File: src/sv/rwc_pkg.sv
// Shared types and constants of the replay window checker.
package rwc_pkg;

  // Fixed field widths
  localparam int CTR_W     = 64;
  localparam int CNT_W     = $clog2(CTR_W);
  localparam int WORD_W    = 32;
  localparam int VERDICT_W = 3;

  // Reset value of the reject limit register
  localparam logic [CTR_W-1:0] REJECT_LIMIT_RST = 64'hFFFF_FFFF_FFFF_DFFF;

  typedef enum logic [VERDICT_W-1:0] {
    VERDICT_ACCEPTED   = 3'd0,
    VERDICT_OVER_LIMIT = 3'd1,
    VERDICT_TOO_OLD    = 3'd2,
    VERDICT_REPLAY     = 3'd3,
    VERDICT_RESTARTED  = 3'd4
  } verdict_t;

  typedef enum logic [3:0] {
    ST_INIT_WIPE,
    ST_IDLE,
    ST_EVAL,
    ST_CLASS,
    ST_INDEX,
    ST_CHK_RD,
    ST_CHK_TEST,
    ST_SEG_RD,
    ST_SEG_WR,
    ST_MOD,
    ST_SWEEP,
    ST_WIPE
  } state_t;

  // Controller to datapath
  typedef struct packed {
    logic     load;
    logic     restart;
    logic     eval;
    logic     classify;
    logic     index;
    logic     chk_rd;
    logic     chk_wr;
    logic     seg_rd;
    logic     seg_wr;
    logic     mod_step;
    logic     sweep;
    logic     sweep_set;
    logic     commit_hs;
    logic     report;
    verdict_t verdict;
  } dp_cmd_t;

  // Datapath to controller
  typedef struct packed {
    logic over;
    logic gt;
    logic far;
    logic bit_set;
    logic seg_last;
    logic mod_last;
    logic sweep_last;
  } dp_sts_t;

endpackage

File: src/sv/rwc_ram.sv
// Generic single-write, single-read RAM with registered read data.
module rwc_ram #(
  parameter int WIDTH = 32,
  parameter int DEPTH = 64
) (
  input  logic                     clk,
  input  logic                     we,
  input  logic [$clog2(DEPTH)-1:0] waddr,
  input  logic [WIDTH-1:0]         wdata,
  input  logic                     re,
  input  logic [$clog2(DEPTH)-1:0] raddr,
  output logic [WIDTH-1:0]         rdata
);

  logic [WIDTH-1:0] mem [DEPTH];
  logic [WIDTH-1:0] rdata_r;

  // Write port
  always_ff @(posedge clk) begin
    if (we) begin
      mem[waddr] <= wdata;
    end
  end

  // Registered read port
  always_ff @(posedge clk) begin
    if (re) begin
      rdata_r <= mem[raddr];
    end
  end

  assign rdata = rdata_r;

endmodule

File: src/sv/rwc_ctrl.sv
// Sequencing state machine of the replay window checker.
module rwc_ctrl import rwc_pkg::*; (
  input  logic    clk,
  input  logic    rst_n,
  input  logic    start,
  input  logic    in_operation,
  input  dp_sts_t sts,
  output dp_cmd_t cmd,
  output logic    busy
);

  state_t state_r, state_nxt;

  // State register; reset starts the bitmap clearing pass
  always_ff @(posedge clk) begin
    if (!rst_n) begin
      state_r <= ST_INIT_WIPE;
    end else begin
      state_r <= state_nxt;
    end
  end

  // Next state and commands
  always_comb begin
    state_nxt   = state_r;
    cmd         = '0;
    cmd.verdict = VERDICT_ACCEPTED;
    case (state_r)
      ST_INIT_WIPE: begin
        cmd.sweep = 1'b1;
        if (sts.sweep_last) begin
          state_nxt = ST_IDLE;
        end
      end
      ST_IDLE: begin
        if (start) begin
          cmd.load = 1'b1;
          if (in_operation) begin
            cmd.restart = 1'b1;
            state_nxt   = ST_WIPE;
          end else begin
            state_nxt = ST_EVAL;
          end
        end
      end
      ST_EVAL: begin
        cmd.eval  = 1'b1;
        state_nxt = ST_CLASS;
      end
      ST_CLASS: begin
        if (sts.over) begin
          cmd.report  = 1'b1;
          cmd.verdict = VERDICT_OVER_LIMIT;
          state_nxt   = ST_IDLE;
        end else begin
          cmd.classify = 1'b1;
          state_nxt    = ST_INDEX;
        end
      end
      ST_INDEX: begin
        if (!sts.gt && sts.far) begin
          cmd.report  = 1'b1;
          cmd.verdict = VERDICT_TOO_OLD;
          state_nxt   = ST_IDLE;
        end else begin
          cmd.index = 1'b1;
          if (sts.gt && sts.far) begin
            state_nxt = ST_MOD;
          end else if (sts.gt) begin
            state_nxt = ST_SEG_RD;
          end else begin
            state_nxt = ST_CHK_RD;
          end
        end
      end
      ST_CHK_RD: begin
        cmd.chk_rd = 1'b1;
        state_nxt  = ST_CHK_TEST;
      end
      ST_CHK_TEST: begin
        cmd.report = 1'b1;
        if (sts.bit_set) begin
          cmd.verdict = VERDICT_REPLAY;
        end else begin
          cmd.chk_wr  = 1'b1;
          cmd.verdict = VERDICT_ACCEPTED;
        end
        state_nxt = ST_IDLE;
      end
      ST_SEG_RD: begin
        cmd.seg_rd = 1'b1;
        state_nxt  = ST_SEG_WR;
      end
      ST_SEG_WR: begin
        cmd.seg_wr = 1'b1;
        if (sts.seg_last) begin
          cmd.commit_hs = 1'b1;
          cmd.report    = 1'b1;
          cmd.verdict   = VERDICT_ACCEPTED;
          state_nxt     = ST_IDLE;
        end else begin
          state_nxt = ST_SEG_RD;
        end
      end
      ST_MOD: begin
        cmd.mod_step = 1'b1;
        if (sts.mod_last) begin
          state_nxt = ST_SWEEP;
        end
      end
      ST_SWEEP: begin
        cmd.sweep     = 1'b1;
        cmd.sweep_set = 1'b1;
        if (sts.sweep_last) begin
          cmd.commit_hs = 1'b1;
          cmd.report    = 1'b1;
          cmd.verdict   = VERDICT_ACCEPTED;
          state_nxt     = ST_IDLE;
        end
      end
      ST_WIPE: begin
        cmd.sweep = 1'b1;
        if (sts.sweep_last) begin
          cmd.report  = 1'b1;
          cmd.verdict = VERDICT_RESTARTED;
          state_nxt   = ST_IDLE;
        end
      end
      default: begin
        state_nxt = ST_IDLE;
      end
    endcase
  end

  assign busy = (state_r != ST_IDLE);

endmodule

File: src/sv/rwc_dp.sv
// Datapath of the replay window checker: counters, index math and bitmap RAM.
module rwc_dp import rwc_pkg::*; #(
  parameter int WINDOW = 2048
) (
  input  logic                 clk,
  input  logic                 rst_n,
  input  dp_cmd_t              cmd,
  output dp_sts_t              sts,
  input  logic [CTR_W-1:0]     in_packet_counter,
  input  logic                 cfg_we,
  input  logic [CTR_W-1:0]     cfg_data,
  output logic                 out_valid,
  output logic [VERDICT_W-1:0] out_verdict
);

  localparam int WORDS = (WINDOW + WORD_W - 1) / WORD_W;
  localparam int IW    = $clog2(WINDOW);
  localparam int AW    = $clog2(WORDS);
  localparam logic [IW:0]    WIN       = (IW+1)'(WINDOW);
  localparam logic [AW-1:0]  LAST_WORD = AW'(WORDS - 1);
  // Remainder by the window size, 16 counter bits per two-step round
  localparam int CHUNK_W = 16;
  localparam int RED_W   = IW + CHUNK_W;
  localparam int RCP_W   = CHUNK_W + 1;
  localparam int PRD_W   = RED_W + RCP_W;
  localparam logic [RCP_W-1:0] RECIP     = RCP_W'((64'd1 << RED_W) / WINDOW);
  localparam logic [CNT_W-1:0] LAST_STEP = CNT_W'(2 * CTR_W / CHUNK_W - 1);

  // Session state and configuration
  logic [CTR_W-1:0] limit_r;
  logic [CTR_W-1:0] hs_r;
  logic [IW-1:0]    hsidx_r;

  // Per-item working registers
  logic [CTR_W-1:0] ctr_r;
  logic             over_r;
  logic             borrow_r;
  logic [CTR_W-1:0] diff_r;
  logic             gt_r;
  logic             far_r;
  logic [CTR_W-1:0] mag_r;
  logic [IW-1:0]    tgt_r;
  logic [IW-1:0]    pos_r;
  logic [IW-1:0]    rem_r;
  logic [IW-1:0]    mod_r;
  logic [RCP_W-1:0] quo_r;
  logic [CNT_W-1:0] mod_cnt_r;
  logic [AW-1:0]    swp_cnt_r;
  logic             out_valid_r;
  verdict_t         out_verdict_r;

  // Combinational values
  logic [CTR_W:0]     sub_full;
  logic [CTR_W-1:0]   mag_nxt;
  logic [IW:0]        sum_up, up_idx, sum_dn, dn_idx, pos_inc, pos_init;
  logic [IW-1:0]      tgt_nxt;
  logic [4:0]         seg_lo;
  logic [5:0]         space_word;
  logic [IW:0]        space_end, space;
  logic               seg_last;
  logic [5:0]         seg_n;
  logic [WORD_W:0]    seg_ones;
  logic [2*WORD_W-1:0] seg_wide;
  logic [WORD_W-1:0]  seg_mask;
  logic [IW:0]        pos_adv, pos_wrap;
  logic [1:0]         chunk_sel;
  logic [CHUNK_W-1:0] chunk;
  logic [RED_W-1:0]   red_x, red_qw, red_rem;
  logic [PRD_W-1:0]   red_prd;
  logic [RCP_W-1:0]   quo_nxt;
  logic [IW-1:0]      mod_nxt;
  logic [WORD_W-1:0]  tgt_mask;
  logic [AW-1:0]      tgt_word, pos_word;

  // RAM port signals
  logic              ram_we, ram_re;
  logic [AW-1:0]     ram_waddr, ram_raddr;
  logic [WORD_W-1:0] ram_wdata, ram_rdata;

  // Distance between counter and highest seen
  assign sub_full = {1'b0, ctr_r} - {1'b0, hs_r};
  assign mag_nxt  = borrow_r ? (~diff_r + CTR_W'(1)) : diff_r;

  // Bit index of the counter from the index of the highest seen
  always_comb begin
    sum_up  = {1'b0, hsidx_r} + {1'b0, mag_r[IW-1:0]};
    up_idx  = (sum_up >= WIN) ? (sum_up - WIN) : sum_up;
    sum_dn  = {1'b0, hsidx_r} + WIN - {1'b0, mag_r[IW-1:0]};
    dn_idx  = (sum_dn >= WIN) ? (sum_dn - WIN) : sum_dn;
    tgt_nxt = gt_r ? up_idx[IW-1:0] : dn_idx[IW-1:0];
    pos_inc  = {1'b0, hsidx_r} + (IW+1)'(1);
    pos_init = (pos_inc == WIN) ? '0 : pos_inc;
  end

  // Clear segment: bits of the current word from pos up to the word end,
  // the window end or the bit of the new counter, whichever comes first
  always_comb begin
    seg_lo     = pos_r[4:0];
    space_word = 6'd32 - {1'b0, seg_lo};
    space_end  = WIN - {1'b0, pos_r};
    space      = ((IW+1)'(space_word) < space_end) ? (IW+1)'(space_word) : space_end;
    seg_last   = ({1'b0, rem_r} <= space);
    seg_n      = seg_last ? 6'({1'b0, rem_r}) : 6'(space);
    seg_ones   = ((WORD_W+1)'(1) << seg_n) - (WORD_W+1)'(1);
    seg_wide   = {{(WORD_W-1){1'b0}}, seg_ones} << seg_lo;
    seg_mask   = seg_wide[WORD_W-1:0];
    pos_adv    = {1'b0, pos_r} + (IW+1)'(seg_n);
    pos_wrap   = (pos_adv == WIN) ? '0 : pos_adv;
  end

  // One step of the chunked remainder by the window size, top chunk first:
  // an even step estimates the quotient by a reciprocal multiply, an odd
  // step subtracts the product and corrects the remainder once
  always_comb begin
    chunk_sel = ~mod_cnt_r[2:1];
    chunk     = ctr_r[{chunk_sel, 4'b0000} +: CHUNK_W];
    red_x     = {mod_r, chunk};
    red_prd   = PRD_W'(red_x) * PRD_W'(RECIP);
    quo_nxt   = red_prd[PRD_W-1:RED_W];
    red_qw    = RED_W'(quo_r) * RED_W'(WIN);
    red_rem   = red_x - red_qw;
    mod_nxt   = (red_rem >= RED_W'(WIN)) ? IW'(red_rem - RED_W'(WIN)) : IW'(red_rem);
  end

  assign tgt_mask = WORD_W'(1) << tgt_r[4:0];
  assign tgt_word = tgt_r[AW+4:5];
  assign pos_word = pos_r[AW+4:5];

  // Bitmap RAM access selection
  always_comb begin
    ram_re    = cmd.chk_rd | cmd.seg_rd;
    ram_raddr = cmd.seg_rd ? pos_word : tgt_word;
    ram_we    = cmd.sweep | cmd.chk_wr | cmd.seg_wr;
    ram_waddr = tgt_word;
    ram_wdata = ram_rdata | tgt_mask;
    if (cmd.sweep) begin
      ram_waddr = swp_cnt_r;
      ram_wdata = (cmd.sweep_set && (swp_cnt_r == tgt_word)) ? tgt_mask : '0;
    end else if (cmd.seg_wr) begin
      ram_waddr = pos_word;
      ram_wdata = (ram_rdata & ~seg_mask) | (seg_last ? tgt_mask : '0);
    end
  end

  // Session state, sequencing counters and result strobe
  always_ff @(posedge clk) begin
    if (!rst_n) begin
      limit_r     <= REJECT_LIMIT_RST;
      hs_r        <= '0;
      hsidx_r     <= '0;
      swp_cnt_r   <= '0;
      mod_cnt_r   <= '0;
      out_valid_r <= 1'b0;
    end else begin
      out_valid_r <= cmd.report;
      if (cfg_we) begin
        limit_r <= cfg_data;
      end
      if (cmd.restart) begin
        hs_r      <= '0;
        hsidx_r   <= '0;
        swp_cnt_r <= '0;
      end
      if (cmd.commit_hs) begin
        hs_r    <= ctr_r;
        hsidx_r <= tgt_r;
      end
      if (cmd.sweep) begin
        swp_cnt_r <= swp_cnt_r + AW'(1);
      end
      if (cmd.index) begin
        mod_cnt_r <= '0;
      end
      if (cmd.mod_step) begin
        mod_cnt_r <= mod_cnt_r + CNT_W'(1);
        if (sts.mod_last) begin
          swp_cnt_r <= '0;
        end
      end
    end
  end

  // Per-item payload registers
  always_ff @(posedge clk) begin
    if (cmd.load) begin
      ctr_r <= in_packet_counter;
    end
    if (cmd.eval) begin
      over_r   <= (ctr_r >= limit_r);
      borrow_r <= sub_full[CTR_W];
      diff_r   <= sub_full[CTR_W-1:0];
    end
    if (cmd.classify) begin
      gt_r  <= !borrow_r && (diff_r != '0);
      far_r <= (mag_nxt >= CTR_W'(WINDOW));
      mag_r <= mag_nxt;
    end
    if (cmd.index) begin
      tgt_r <= tgt_nxt;
      pos_r <= pos_init[IW-1:0];
      rem_r <= mag_r[IW-1:0];
      mod_r <= '0;
    end
    if (cmd.seg_wr) begin
      pos_r <= pos_wrap[IW-1:0];
      rem_r <= rem_r - IW'(seg_n);
    end
    if (cmd.mod_step) begin
      if (!mod_cnt_r[0]) begin
        quo_r <= quo_nxt;
      end else begin
        mod_r <= mod_nxt;
        if (sts.mod_last) begin
          tgt_r <= mod_nxt;
        end
      end
    end
    if (cmd.report) begin
      out_verdict_r <= cmd.verdict;
    end
  end

  rwc_ram #(
    .WIDTH (WORD_W),
    .DEPTH (WORDS)
  ) u_bitmap (
    .clk   (clk),
    .we    (ram_we),
    .waddr (ram_waddr),
    .wdata (ram_wdata),
    .re    (ram_re),
    .raddr (ram_raddr),
    .rdata (ram_rdata)
  );

  // Status to the controller
  always_comb begin
    sts.over       = over_r;
    sts.gt         = gt_r;
    sts.far        = far_r;
    sts.bit_set    = |(ram_rdata & tgt_mask);
    sts.seg_last   = seg_last;
    sts.mod_last   = (mod_cnt_r == LAST_STEP);
    sts.sweep_last = (swp_cnt_r == LAST_WORD);
  end

  assign out_valid   = out_valid_r;
  assign out_verdict = out_verdict_r;

endmodule

File: src/sv/replay_window_check.sv
// Top level of the anti-replay sliding window checker for one session.
//
//   channel  ports                                   transfer
//   input    start, busy, in_operation,              start high, busy low
//            in_packet_counter
//   result   out_valid, out_verdict                  out_valid high, one cycle
//   config   cfg_we, cfg_data                        cfg_we high
//
// Steps from transfer to result strobe (the strobe cycle takes the next item):
// over limit after the compare, too old after classifying, a check in the
// window by one RAM read and write, a small advance by a read and a write per
// bitmap word touched by the cleared run, a jump of a full window or more by an
// eight-step remainder and a write sweep, restart by a wipe sweep. After reset
// busy stays high while a pass clears the bitmap RAM. Results cannot stall.
module replay_window_check import rwc_pkg::*; #(
  parameter int WINDOW = 2048
) (
  input  logic                 clk,
  input  logic                 rst_n,
  input  logic                 start,
  output logic                 busy,
  input  logic                 in_operation,
  input  logic [CTR_W-1:0]     in_packet_counter,
  output logic                 out_valid,
  output logic [VERDICT_W-1:0] out_verdict,
  input  logic                 cfg_we,
  input  logic [CTR_W-1:0]     cfg_data
);

  dp_cmd_t cmd;
  dp_sts_t sts;

  // Sequencer
  rwc_ctrl u_ctrl (
    .clk          (clk),
    .rst_n        (rst_n),
    .start        (start),
    .in_operation (in_operation),
    .sts          (sts),
    .cmd          (cmd),
    .busy         (busy)
  );

  // Datapath and bitmap
  rwc_dp #(
    .WINDOW (WINDOW)
  ) u_dp (
    .clk               (clk),
    .rst_n             (rst_n),
    .cmd               (cmd),
    .sts               (sts),
    .in_packet_counter (in_packet_counter),
    .cfg_we            (cfg_we),
    .cfg_data          (cfg_data),
    .out_valid         (out_valid),
    .out_verdict       (out_verdict)
  );

endmodule
File: config.mk
export PLATFORM = sky130hd
export DESIGN_NAME = replay_window_check
export DESIGN_NICKNAME = d
export VERILOG_FILES = /design/src/sv/rwc_pkg.sv /design/src/sv/rwc_ram.sv /design/src/sv/rwc_ctrl.sv /design/src/sv/rwc_dp.sv /design/src/sv/replay_window_check.sv
export SDC_FILE = /design/constraint.sdc
export NUM_CORES = 2
export LEC_CHECK = 0
export BUFFER_PORTS_ARGS = -buffer_cell sky130_fd_sc_hd__buf_2
export CAP_MARGIN = 10
export CORE_ASPECT_RATIO = 0.7
export CORE_MARGIN = 2
export CORE_UTILIZATION = 50
export CTS_CLUSTER_SIZE = 20
export DETAILED_ROUTE_END_ITERATION = 10
export HOLD_SLACK_MARGIN = 0.15
export PLACE_DENSITY_LB_ADDON = 0.1
export RECOVER_POWER = 25
export SYNTH_ARGS = -nofsm -noshare
export SYNTH_HDL_FRONTEND = slang
export SYNTH_HIERARCHICAL = 1
export SYNTH_SLANG_ARGS = --single-unit
File: constraint.sdc
create_clock -name clk -period 14.8 [get_ports clk]
set_input_delay 1.48 -clock clk [delete_from_list [all_inputs] [get_ports clk]]
set_output_delay 1.48 -clock clk [all_outputs]
set_load 0.1 [all_outputs]
==> results.ini <==
[status]
status=complete, but fails checks
violations=capacitance limit, slew limit

[flow_run]
maxCapViolCount=46

[finish]
layout-drive-gt1-share=0.189
mostFrequentLayoutCells=2248 x edfxtp_1, 559 x mux4_2, 301 x nor2_1, 297 x a21oi_1, 292 x nand2_1
final_cells=9540
final_common_cell=edfxtp_1
fillCellCount=16200
areaGrowthSynthToFinish_pct=11.1
fin_nets=6895
final_util=0.558
finalInstanceArea_um2=116000

[yosys]
synthCells=6378
ys.flop_type=edfxtp_1
synth_top_family_by_area=multiplexers
ys_seq_area_frac=0.678
synth-xor-area-share=0.0114
yosys.area_share.simple=0.0605
async_flop_share=0
synth_compound_area_frac=0.0697
muxShareOfSynthArea=0.136
ys_ff_latch=2415
avgSynthCellArea_um2=16.4
synth_area_um2=104000
yosys_warnings=6
synth.distinct_cells=108
synth_edf_count=2248
synth_fa_ha_area_frac=0.0222

[global_routing]
antenna_found_initial=21
globalRoute.totalOverflow=0
grt_pass1_wl_mm=434
grt_pass1_vias=57600
grt_max_degree=97
grt_usage=0.287

[timing]
rsz0062_at_grt=no
setup_viol=0
max_slew.worst_pin.slew_ns=4.24
finalMaxSlewViolations=1680
fin_skew_ns=0.0842
period_needed_ns=11.41
maxSlewHeadroom=-1.83
hold_viol_final=0
fin_ws_ns=3.39
min_period_over_period=0.771
tns_ns=0
holdWs_ns=0.488
max_freq_mhz=87.7

[setup_path]
end_kind=flop
required_ns=15.34
crit_top_cell=buf_4
worstSetupStartpointType=flop
critical_path_arrival_ns=11.95
cpPeakStageDelay_ns=1.80
cp_max_fo=64
crit_path_top_delay_cell=clkbuf_1
critical_path_class=reg -> reg

[placed_design]
placed_cells=9115
place_area_um2=109000
gp_congestion=0.959
portBuffers=137
post-place-ws_ns=5.42
dp_hpwl_mm=186

[die]
ios=138
row_count=140
initial_core_util=0.503
dieArea_um2=213000
placeableCoreArea_um2=208000
die_x_um=550
die_y_um=386

[drt]
drt-total-wl_mm=308
vias_per_cell=6.50
ant_nets=0
dr_total_vias=62000
wl_per_cell_um=32.3
drc=0
drt-initial-drc-count=8484
drt-pass1-iter-count=6

[clocking]
cts_tree=built
cts_resized=0
htreeDepth=4
insertion_delay_ns=0.89
path_clk_slew_ns=0.06
postCtsSetupRepairBufs=0
cts_made_buffers=229
cts_sinks=2415
holdBufCountCts=0
clockRootBuffer=clkbuf_16
clockBufferDepth=4

[power_and_ir_drop]
ir_drop_v=0.000105
p_total_mw=15.1
power_density_nw_per_um2=130
p_leak_nw=37.3

[hold_path]
hp-class=reg -> reg

## cell type report
cell class              instances  area (um^2)  share of cell area
inverters                     196          736             0.00634
diodes                          5         12.5            0.000108
clock buffers                 295         6120              0.0527
well taps                    2769         3460              0.0298
clock inverters               123          966             0.00832
repair buffers                317         1900              0.0164
flip-flops and latches       2415        70800               0.610
multi-input cells            3420        32000               0.276
## critical path, delay by kind of cell (launching register included)
family	cells	cell delay [ns]
buf+inv	7	3.42
simple gates	9	2.91
compound gates	11	2.87
fa+ha+maj	3	1.09
mux	1	0.33
flops	1	0.32
## report_power, final
group | internal [mW] | switching (mW) | total [mW]
Clock | 3.14 | 2.53 | 5.67
Sequential | 7.80 | 0.0670 | 7.87
Combinational | 0.476 | 1.13 | 1.60
Total | 11.4 | 3.73 | 15.1
## flip-flops by register name (all words and copies together) (netlist names), 32 cells and up
name,cells
u_dp/u_bitmap/mem,2048
u_dp/ctr_r,64
u_dp/diff_r,64
u_dp/hs_r,64
u_dp/limit_r,64
u_dp/u_bitmap/rdata,32
## per-layer routing
layer	part of all wire	routed length, um	GRT usage
met1	0.46	143000	0.478
met2	0.40	123000	0.374
met3	0.12	36600	0.0795
met4	0.018	5390	0.0514
met5	0.00014	44	0
## kinds of logic (layout without fill, tap and decap cells)
family	after synthesis	count (layout)
and+or+nand+nor	1276	1276
xor gates and xnor gates	135	135
muxes	717	717
buffers and inverters	547	931
AOI/OAI and AO/OA	1104	1104
DFF	2415	2415
other	1	10
adders and majority gates	183	183
## synthesized netlist by cell type (12+ instances only)
library cell | instances | share of area
and2_1 | 25 | 0.0015
inv_1 | 194 | 0.0070
a31oi_1 | 29 | 0.0017
o21bai_1 | 22 | 0.0016
a21o_1 | 87 | 0.0063
dfxtp_1 | 167 | 0.032
buf_4 | 31 | 0.0022
a211oi_1 | 17 | 0.0012
and3_1 | 26 | 0.0016
nor2b_1 | 137 | 0.0082
xnor2_1 | 87 | 0.0073
buf_2 | 67 | 0.0032
buf_1 | 37 | 0.0013
o21a_1 | 17 | 0.0012
nand3b_1 | 13 | 0.00093
xor2_1 | 47 | 0.0039
a311oi_1 | 12 | 0.0010
o32a_1 | 15 | 0.0014
o211ai_1 | 82 | 0.0059
clkbuf_1 | 204 | 0.0073
mux2_2 | 12 | 0.0013
a22oi_1 | 27 | 0.0019
or2_2 | 16 | 0.00096
o22ai_1 | 111 | 0.0066
nand3_1 | 52 | 0.0025
mux2i_1 | 145 | 0.014
o31ai_1 | 18 | 0.0013
a21oi_1 | 299 | 0.014
nor3b_1 | 14 | 0.0010
o32ai_1 | 17 | 0.0014
o221ai_1 | 35 | 0.0029
o21ai_0 | 164 | 0.0079
nand4_1 | 48 | 0.0029
nor2_1 | 355 | 0.013
o21ai_1 | 18 | 0.00086
or3_1 | 36 | 0.0022
nor3_1 | 136 | 0.0065
a221oi_1 | 15 | 0.0013
nand2_1 | 295 | 0.011
ha_1 | 179 | 0.021
nor4_1 | 20 | 0.0012
nand2b_1 | 51 | 0.0031
mux4_2 | 559 | 0.12
edfxtp_1 | 2248 | 0.65
## worst paths after layout
check,start,end,slack [ns],cells past startpoint
hold / removal,u_dp/limit_r[51],u_dp/limit_r[51],0.49,2
setup / recovery,u_dp/pos_r[0],u_dp/u_bitmap/mem[15][28],3.39,31
hold reg to reg,u_dp/limit_r[51],u_dp/limit_r[51],0.49,2
setup reg to reg,u_dp/pos_r[0],u_dp/u_bitmap/mem[15][28],3.39,31
(Power assumes the default switching activity.)
